`config.mk`:
```
export PLATFORM = sky130hd
export DESIGN_NAME = lrip_front
export DESIGN_NICKNAME = d
export VERILOG_FILES = /design/src/design/lrip_pkg.sv /design/src/design/lrip_front.sv
export SDC_FILE = /design/constraint.sdc
export NUM_CORES = 1
export LEC_CHECK = 0
export CORE_UTILIZATION = 58
export CTS_BUF_LIST = sky130_fd_sc_hd__clkbuf_16
export DETAILED_ROUTE_END_ITERATION = 10
export DONT_BUFFER_PORTS = 1
export PLACE_DENSITY = 0.76
export SYNTH_ARGS = -nofsm -noshare
export SYNTH_HDL_FRONTEND = slang
export SYNTH_SLANG_ARGS = --single-unit
```
`constraint.sdc`:
```
create_clock -name clk -period 5.25 [get_ports clk]
set_clock_uncertainty 0.2 [all_clocks]
set_input_delay 0.2625 -clock clk [delete_from_list [all_inputs] [get_ports clk]]
set_output_delay 0.2625 -clock clk [all_outputs]
set_load 0.05 [all_outputs]
```
`src/design/lrip_pkg.sv`:
```
// Package for the lidar range image projection block.
// Holds image geometry, status codes, CORDIC table and shared types.
// No dependencies.
package lrip_pkg;

    localparam int ROWS = 16;
    localparam int COLS = 1800;
    localparam int CELLS = ROWS * COLS;
    localparam int ROW_W = (ROWS > 1) ? $clog2(ROWS) : 1;
    localparam int CELL_W = $clog2(CELLS);
    localparam int CNT_W = $clog2(COLS + 1);
    localparam int CORDIC_STEPS = 31;
    localparam int STEP_W = 5;
    localparam int SQ_W = 50;

    localparam logic [2:0] ST_PLACED   = 3'd0;
    localparam logic [2:0] ST_RING_OUT = 3'd1;
    localparam logic [2:0] ST_SKIPPED  = 3'd2;
    localparam logic [2:0] ST_COL_OUT  = 3'd3;
    localparam logic [2:0] ST_NEAR     = 3'd4;
    localparam logic [2:0] ST_OCCUPIED = 3'd5;
    localparam logic [2:0] ST_CLEARED  = 3'd6;

    localparam logic [1:0] REG_COLUMN_MODE = 2'd0;
    localparam logic [1:0] REG_DOWNSAMPLE  = 2'd1;
    localparam logic [1:0] REG_MIN_RANGE   = 2'd2;

    // Classified item handed from front to back.
    typedef struct packed {
        logic               clear;
        logic [2:0]         early_status;
        logic               use_counter;
        logic               counter_full;
        logic [CNT_W-1:0]   counter_col;
        logic signed [23:0] x;
        logic signed [23:0] y;
        logic signed [23:0] z;
        logic [7:0]         intensity;
        logic [7:0]         ring;
    } lrip_item_t;

    typedef enum logic [2:0] {
        BK_IDLE, BK_CALC, BK_COL, BK_LOOKUP, BK_DECIDE, BK_OUT
    } lrip_back_state_t;

    function automatic logic [31:0] turn_tab(input logic [STEP_W-1:0] i);
        logic [31:0] t;
        case (i)
            5'd0: t = 32'h20000000;  5'd1: t = 32'h12E4051E;
            5'd2: t = 32'h09FB385B;  5'd3: t = 32'h051111D4;
            5'd4: t = 32'h028B0D43;  5'd5: t = 32'h0145D7E1;
            5'd6: t = 32'h00A2F61E;  5'd7: t = 32'h00517C55;
            5'd8: t = 32'h0028BE53;  5'd9: t = 32'h00145F2F;
            5'd10: t = 32'h000A2F98; 5'd11: t = 32'h000517CC;
            5'd12: t = 32'h00028BE6; 5'd13: t = 32'h000145F3;
            5'd14: t = 32'h0000A2FA; 5'd15: t = 32'h0000517D;
            5'd16: t = 32'h000028BE; 5'd17: t = 32'h0000145F;
            5'd18: t = 32'h00000A30; 5'd19: t = 32'h00000518;
            5'd20: t = 32'h0000028C; 5'd21: t = 32'h00000146;
            5'd22: t = 32'h000000A3; 5'd23: t = 32'h00000051;
            5'd24: t = 32'h00000029; 5'd25: t = 32'h00000014;
            5'd26: t = 32'h0000000A; 5'd27: t = 32'h00000005;
            5'd28: t = 32'h00000003; 5'd29: t = 32'h00000001;
            5'd30: t = 32'h00000001;
            default: t = 32'h0;
        endcase
        return t;
    endfunction

endpackage

```
`src/design/lrip_front.sv`:
```
// Front part: accepts items, runs ring and downsample tests, arrival counters.
// Depends on lrip_pkg.
module lrip_front (
    input  logic                 clk,
    input  logic                 rst_n,
    input  logic                 in_valid,
    output logic                 in_stall,
    input  logic                 mode,
    input  logic signed [23:0]   pos_x,
    input  logic signed [23:0]   pos_y,
    input  logic signed [23:0]   pos_z,
    input  logic [7:0]           intensity,
    input  logic [7:0]           ring,
    input  logic                 column_mode,
    input  logic [6:0]           downsample_rate,
    output logic                 q_valid,
    output lrip_pkg::lrip_item_t q_item,
    input  logic                 q_pop
);
    import lrip_pkg::*;

    // Two-entry queue
    lrip_item_t          q_mem [2];
    logic                wr_ptr_reg, rd_ptr_reg;
    logic [1:0]          count_reg;
    logic [CNT_W-1:0]    arrivals_reg [ROWS];
    logic [6:0]          rate;
    logic [6:0]          rem;
    lrip_item_t          item;
    logic                push;
    logic [ROW_W-1:0]    rix;

    assign in_stall = (count_reg == 2'd2);
    assign push     = in_valid && !in_stall;
    assign rate     = (downsample_rate == 7'd0) ? 7'd1 : downsample_rate;
    assign rix      = ring[ROW_W-1:0];

    // Remainder of the row index by the rate, bounded restoring steps;
    // rings past the image are rejected before the remainder matters
    always_comb
    begin
        logic [8:0] r;
        r = 9'd0;
        for (int b = ROW_W - 1; b >= 0; b--)
        begin
            r = {r[7:0], rix[b]};
            if (r >= {2'b00, rate})
                r = r - {2'b00, rate};
        end
        rem = r[6:0];
    end

    always_comb
    begin
        item = '0;
        item.clear       = mode;
        item.x           = pos_x;
        item.y           = pos_y;
        item.z           = pos_z;
        item.intensity   = intensity;
        item.ring        = ring;
        item.use_counter = column_mode;
        item.early_status = ST_PLACED;
        if (!mode)
        begin
            if ({24'd0, ring} >= 32'(ROWS))
                item.early_status = ST_RING_OUT;
            else if (rem != 7'd0)
                item.early_status = ST_SKIPPED;
            else
            begin
                item.counter_col  = arrivals_reg[rix];
                item.counter_full = (32'(arrivals_reg[rix]) >= COLS);
            end
        end
    end

    always_ff @(posedge clk or negedge rst_n)
    begin
        if (!rst_n)
        begin
            for (int i = 0; i < ROWS; i++)
                arrivals_reg[i] <= '0;
        end
        else if (push)
        begin
            if (mode)
            begin
                for (int i = 0; i < ROWS; i++)
                    arrivals_reg[i] <= '0;
            end
            else if (column_mode && item.early_status == ST_PLACED && !item.counter_full)
                arrivals_reg[rix] <= arrivals_reg[rix] + 1'b1;
        end
    end

    always_ff @(posedge clk)
    begin
        if (push)
            q_mem[wr_ptr_reg] <= item;
    end

    always_ff @(posedge clk or negedge rst_n)
    begin
        if (!rst_n)
        begin
            wr_ptr_reg <= 1'b0;
            rd_ptr_reg <= 1'b0;
            count_reg  <= 2'd0;
        end
        else
        begin
            if (push)
                wr_ptr_reg <= ~wr_ptr_reg;
            if (q_pop)
                rd_ptr_reg <= ~rd_ptr_reg;
            count_reg <= count_reg + {1'b0, push} - {1'b0, q_pop};
        end
    end

    assign q_valid = (count_reg != 2'd0);
    assign q_item  = q_mem[rd_ptr_reg];

`ifndef SYNTHESIS
    a_no_overflow: assert property (@(posedge clk) disable iff (!rst_n)
        count_reg == 2'd2 |-> !push) else $error("queue overflow");
    a_no_underflow: assert property (@(posedge clk) disable iff (!rst_n)
        q_pop |-> count_reg != 2'd0) else $error("queue underflow");
    a_count_range: assert property (@(posedge clk) disable iff (!rst_n)
        count_reg != 2'd3) else $error("queue count out of range");
`endif
endmodule

```
---- Yosys cells after proc, flatten, opt, wreduce, memory -nomap -nowiden ----
Memories as Yosys holds them, arrays and structs flattened.
Cells that the tools add are included.
storage, ports and cells
  register bits ........................... 180
  bits in writable memories ............... 208
  input port bits ......................... 101
  output and inout port bits .............. 107
  memories ................................ 1
memories
  name   depth  bits a word  rd ports  clocked after Yosys merged registers in  write ports  line              source
  q_mem  2      104          1         0                                        1            lrip_front.sv:23  lrip_item_t q_mem [2];
cells by class
  add/subtract/negate cells ............... 7
  magnitude comparators ................... 8
  equal/unequal tests ..................... 1
  muxes and demuxes ....................... 21
  bitwise operators ....................... 3
  reductions and logical operators ........ 12
operator list
  operator               number
  $mux 176               2
  $bwmux 176             1
  $bmux 11 s4            1
  $demux 11 s4           1
  $mux 12                3
  $mux 11                3
  $ge 9x7->1             3
  $mux 8                 3
  $sub 8x7->8            2
  $mux 7                 2
  $add 11x1->11 const B  1
  $ge 11x11->1 const B   1
  $ge 8x5->1 const B     1
  $sub 1x7->8            1
  $ge 1x7->1             1
  $logic_not 7->1        1
  $reduce_bool 7->1      1
  $sub 7x7->7            1
  $mux 2                 3
  $ge 5x5->1 const B     1
  $lt 5x1->1 const B     1
  $not 4->5              1
  $logic_and 1x1->1      4
  $reduce_bool 2->1      2
  other kinds (8)        11

---- Longest topological paths before layout ----
  depth after elaboration ................. 19
  mapped depth ............................ 37

---- Worst setup path before layout ----
OpenSTA, ideal clock, no wires.
  path kind ............................... input to register
  start ................................... input downsample_rate[2]
  end ..................................... register arrivals_reg[104] (netlist bit)
  setup time .............................. 0.121 ns
  data arrival time ....................... 7.681 ns
  data required time ...................... 4.929 ns
  path slack .............................. -2.752 ns
  stages .................................. 36
  path buffers ............................ 3
  path through ............................ or4_4 nor2_1 a21o_1 ha_1 inv_1 ha_1 o2111ai_1 inv_1 ha_1 a21oi_1 nand2_1 a221oi_1 nand2b_1 clkbuf_1 o21ai_0 inv_1 ha_1 nor2b_1 o31ai_1 a21oi_1 nor2_1 a21oi_2 nor2_1 a21oi_1 ha_1 nor2b_1 o31ai_1 a21oi_1 o31ai_1 nand2_1 o32ai_4 mux2i_4 buf_6 nor3_4 buf_4 a22o_1
on the way
  cells in the longest elaborated chain, start to end .. 19
ends and longest elaborated chain
  item                                       line                                source
  start: declaration                         lrip_front.sv:15                    input logic [6:0] downsample_rate,
  $logic_not 7->1                            lrip_front.sv:35                    assign rate = (downsample_rate == 7'd0) ? 7'd1 : downsample_rate;
  $mux 7 (*)                                 lrip_front.sv:35
  $sub 1x7->8 or $ge 1x7->1 (tied branches)  lrip_front.sv:48, lrip_front.sv:47
  $mux 8                                     lrip_front.sv:47                    if (r >= {2'b00, rate})
  $sub 8x7->8 or $ge 9x7->1 (tied branches)  lrip_front.sv:48, lrip_front.sv:47
  $mux 8                                     lrip_front.sv:47
  $sub 8x7->8 or $ge 9x7->1 (tied branches)  lrip_front.sv:48, lrip_front.sv:47
  $mux 8                                     lrip_front.sv:47
  [3 not listed]                             -
  $mux 2                                     lrip_front.sv:68                    else if (rem != 7'd0)
  $mux 2                                     lrip_front.sv:66                    if ({24'd0, ring} >= 32'(ROWS))
  $mux 2                                     lrip_front.sv:64                    if (!mode)
  $logic_not 3->1                            lrip_front.sv:92                    else if (column_mode && item.early_status == ST_PLACED && !item.counter_full)
  $logic_and 1x1->1                          lrip_front.sv:92
  $logic_and 1x1->1 (*)                      lrip_front.sv:92
  $reduce_bool 2->1 (no line) (*)            -
  $reduce_and 2->1 (no line) (*)             -
  end signal: indexed assignment             lrip_front.sv:93                    arrivals_reg[rix] <= arrivals_reg[rix] + 1'b1;
  end: declaration                           lrip_front.sv:26                    logic [CNT_W-1:0] arrivals_reg [ROWS];
Every way passes the cells marked *; elsewhere a longest branch is shown, timed or not.
A chain may end at the register's enable or synchronous reset.

---- Worst setup path in the final report ----
  start ................................... input downsample_rate[2]
  end ..................................... register arrivals_reg[137] (netlist bit)
The elaborated chain is that of the path after synthesis.

==> results.json <==
{
  "status": "finished with violations",
  "violations": "negative setup slack",
  "netlist_instances": 1150,
  "period_minus_slack_ps": 7050,
  "min_period_over_period_pct": 134,
  "ys_ff_latch": 388,
  "ys_warn_count": 0,
  "setup_viol": 202,
  "syn_nets": 1281,
  "p_per_area_mw_per_mm2": 440,
  "ir_drop_v": 0.000279,
  "die_h_um": 176,
  "cp_top_family": "compound AO/OA/AOI/OAI gates",
  "die-area_mm2": 0.0309,
  "hold_depth": 3,
  "grt_overflow": 0,
  "drv_cap": 0,
  "die_w_um": 176,
  "crit_slowest_cell": "or4_4",
  "final_common_cell": "edfxtp_1",
  "drive_gt1_share_pct": 34.5,
  "synth_flop_cell": "edfxtp_1",
  "yosysSeqAreaShare_pct": 61.4,
  "firstDrtPassIters": 5,
  "cpPeakStageDelay_ps": 540,
  "worst-path-buf-inv": 7,
  "first_iter_violations": 1514,
  "crit_arrival_ps": 7270,
  "placed_area_mm2": 0.0189,
  "synth_top_area_share_pct": 35.7,
  "grt_pass1_wl_mm": 78.9,
  "synth_edf_count": 208,
  "endpoint": "arrivals_reg[137]$_DFFE_PN0P_",
  "finalMaxSlewViolations": 0,
  "area_growth_pct": 25.1,
  "path_clk_slew_ps": 70,
  "rsz0062_at_grt": "yes",
  "gp_congestion": 0.915,
  "setup_ws_ps": -1800,
  "crit_cells": 34,
  "row_count": 63,
  "largest_reg_flops": 208,
  "yosysTopAreaCell": "edfxtp_1",
  "multi_input_area_mm2": 0.00687,
  "vias": 12300,
  "worst_r2r_startpoint": "arrivals_reg[96]$_DFFE_PN0P_",
  "cts_root_buf": "clkbuf_16",
  "reg2reg_slack_ps": 560,
  "drtAntennaViolNets": 0,
  "grt_pass1_vias": 12700,
  "synth_area_leaders": "edfxtp_1, dfrtp_1, a22o_1, mux2_2, mux4_2",
  "gr-usage-all-layers_pct": 34.2,
  "port_buffers": 0,
  "finalHoldViolations": 0,
  "wire_per_inst_um": 30.1,
  "initial_core_util_pct": 59.0,
  "hold_class": "input pin to register",
  "cts_tree": "done",
  "design_area_mm2": 0.0219,
  "critical_path_class": "input pin to register",
  "fmaxAchievable_mhz": 142,
  "final_cell_mix": "edfxtp_1, dfrtp_1, a22o_1",
  "viasPerCell": 6.93,
  "tightest_slew_ps": 1180,
  "clk_latency_ps": 570,
  "antenna_found_initial": 0,
  "core_area_mm2": 0.0296,
  "seq_area_mm2": 0.0108,
  "synth_area_per_cell_um2": 15.2,
  "async_flop_share_pct": 46.4,
  "ctsLongestPathBuffers": 3,
  "diodes": 0,
  "startpoint": "downsample_rate[2]",
  "slew_headroom_pct": 21.3,
  "end_kind": "register",
  "rr_worst_depth": 11,
  "whs_ps": 46.2,
  "numClockSinks": 388,
  "start_kind": "input pin",
  "cts_made_buffers": 38,
  "drt_wl_total_mm": 53.7,
  "p_leak_nw": 8.77,
  "crit_required_ps": 5480,
  "grt_max_degree": 181,
  "netlist_area_mm2": 0.0175,
  "io_pins": 208,
  "dp_hpwl_mm": 27.6,
  "nFillCells": 1623,
  "htree_levels": 2,
  "nets": 1493,
  "worst_path_most_repeated_cell": "ha_4",
  "route.detailed.drc": 0,
  "r2r-end": "arrivals_reg[20]$_DFFE_PN0P_",
  "critPathMaxFanout": 8,
  "synth.distinct_cells": 72
}
how the worst min path moves through the flow:
| stage | startpoint | endpoint | slack (ps) |
|---|---|---|---|
| final | ring[3] | arrivals_reg[76]$_DFFE_PN0P_ | 50 |
| after global routing | mode | q_mem[0][95]$_DFFE_PP_ | 70 |
| after CTS | ring[3] | arrivals_reg[76]$_DFFE_PN0P_ | 40 |
| after detailed placement | rst_n | arrivals_reg[72]$_DFFE_PN0P_ | -230 |
| after global placement | rst_n | arrivals_reg[61]$_DFFE_PN0P_ | -220 |
| after floorplan | rst_n | arrivals_reg[0]$_DFFE_PN0P_ | -230 |
layer usage:
metal	part of all wire, %	GRT usage (%)	up-vias
met1	37	43.3	6294
li1	-	-	4958
met5	0	0	-
met4	4.8	14.7	0
met3	9.9	8.79	209
met2	49	56.0	883
metrics by stage:
step | power (W) | setup WS [ps] | setup TNS [ps] | utilization [%] | instances
CTS | 0.00946 | -1670 | -326280 | 73.3 | 1774
global placement | 0.00661 | -2240 | -438520 | 63.8 | 1581
floorplan | 0.00625 | -2120 | -397220 | - | 1150
finish | 0.00964 | -1800 | -345190 | 73.9 | 1782
global route | 0.00983 | -2050 | -394680 | 73.9 | 1782
detailed placement | 0.00664 | -2380 | -465980 | 63.8 | 1581
report_power, final:
part	switching (W)	total, W	internal [W]
Combinational	0.00224	0.00299	0.000751
Clock	0.00125	0.00273	0.00148
Sequential	0.000238	0.00392	0.00368
tightest hold or removal path, cell delays in order:
cell and delay (ps):
nand2_1 110, nor3_2 150, a22o_1 230
cell usage after synthesis (3+ instances only):
master	number
and2_1	5
fa_1	3
nor3_1	11
a21oi_1	23
mux4_2	45
o31ai_1	3
nand2b_1	6
edfxtp_1	208
nor3_4	5
a22o_1	174
buf_6	5
dfrtp_1	180
nand4_1	7
a41oi_1	14
o21ai_0	8
o2bb2ai_1	8
nor4_4	5
nor4_1	4
buf_1	9
and3_1	8
o21a_1	4
xor2_1	8
nand3_1	8
or3_1	3
mux2_2	109
clkbuf_1	37
nand2_1	29
ha_1	27
a22oi_1	8
buf_2	20
nor2b_1	11
buf_4	13
xnor2_1	15
mux2i_1	5
nor2_1	42
a221oi_1	3
a21o_1	4
inv_1	28
what timing repair did:
| item | in CTS | in global routing |
|---|---|---|
| pin swaps | 63 | 26 |
| endpoints found under the hold margin | 418 | 0 |
| gates cloned | 4 | 2 |
| hold buffers | 94 | 0 |
| setup buffers | 25 | 6 |
| resized for setup | 79 | 20 |
| setup endpoints to repair | 202 | 202 |
kinds of logic (layout without fill, tap and decap cells):
kind of cell	after synthesis	in the layout	synth area share [%]
compound gates	277	277	13.3
xor+xnor	23	23	1.15
fa+ha+maj	30	30	2.27
buf+inv	112	353	3.04
flops	388	388	61.4
mux	160	160	13.2
other cells	1	1	0.0214
simple gates	159	160	5.58
cell type report:
type	count	share of cell area [%]
tap	390	2.23
inverter	28	0.492
clock buffer	38	4.34
multi-input combinational	651	31.4
timing repair buffer	255	11.3
clock inverter	32	1.19
sequential	388	49.1
No activity file was read; power rests on OpenSTA's default activity.
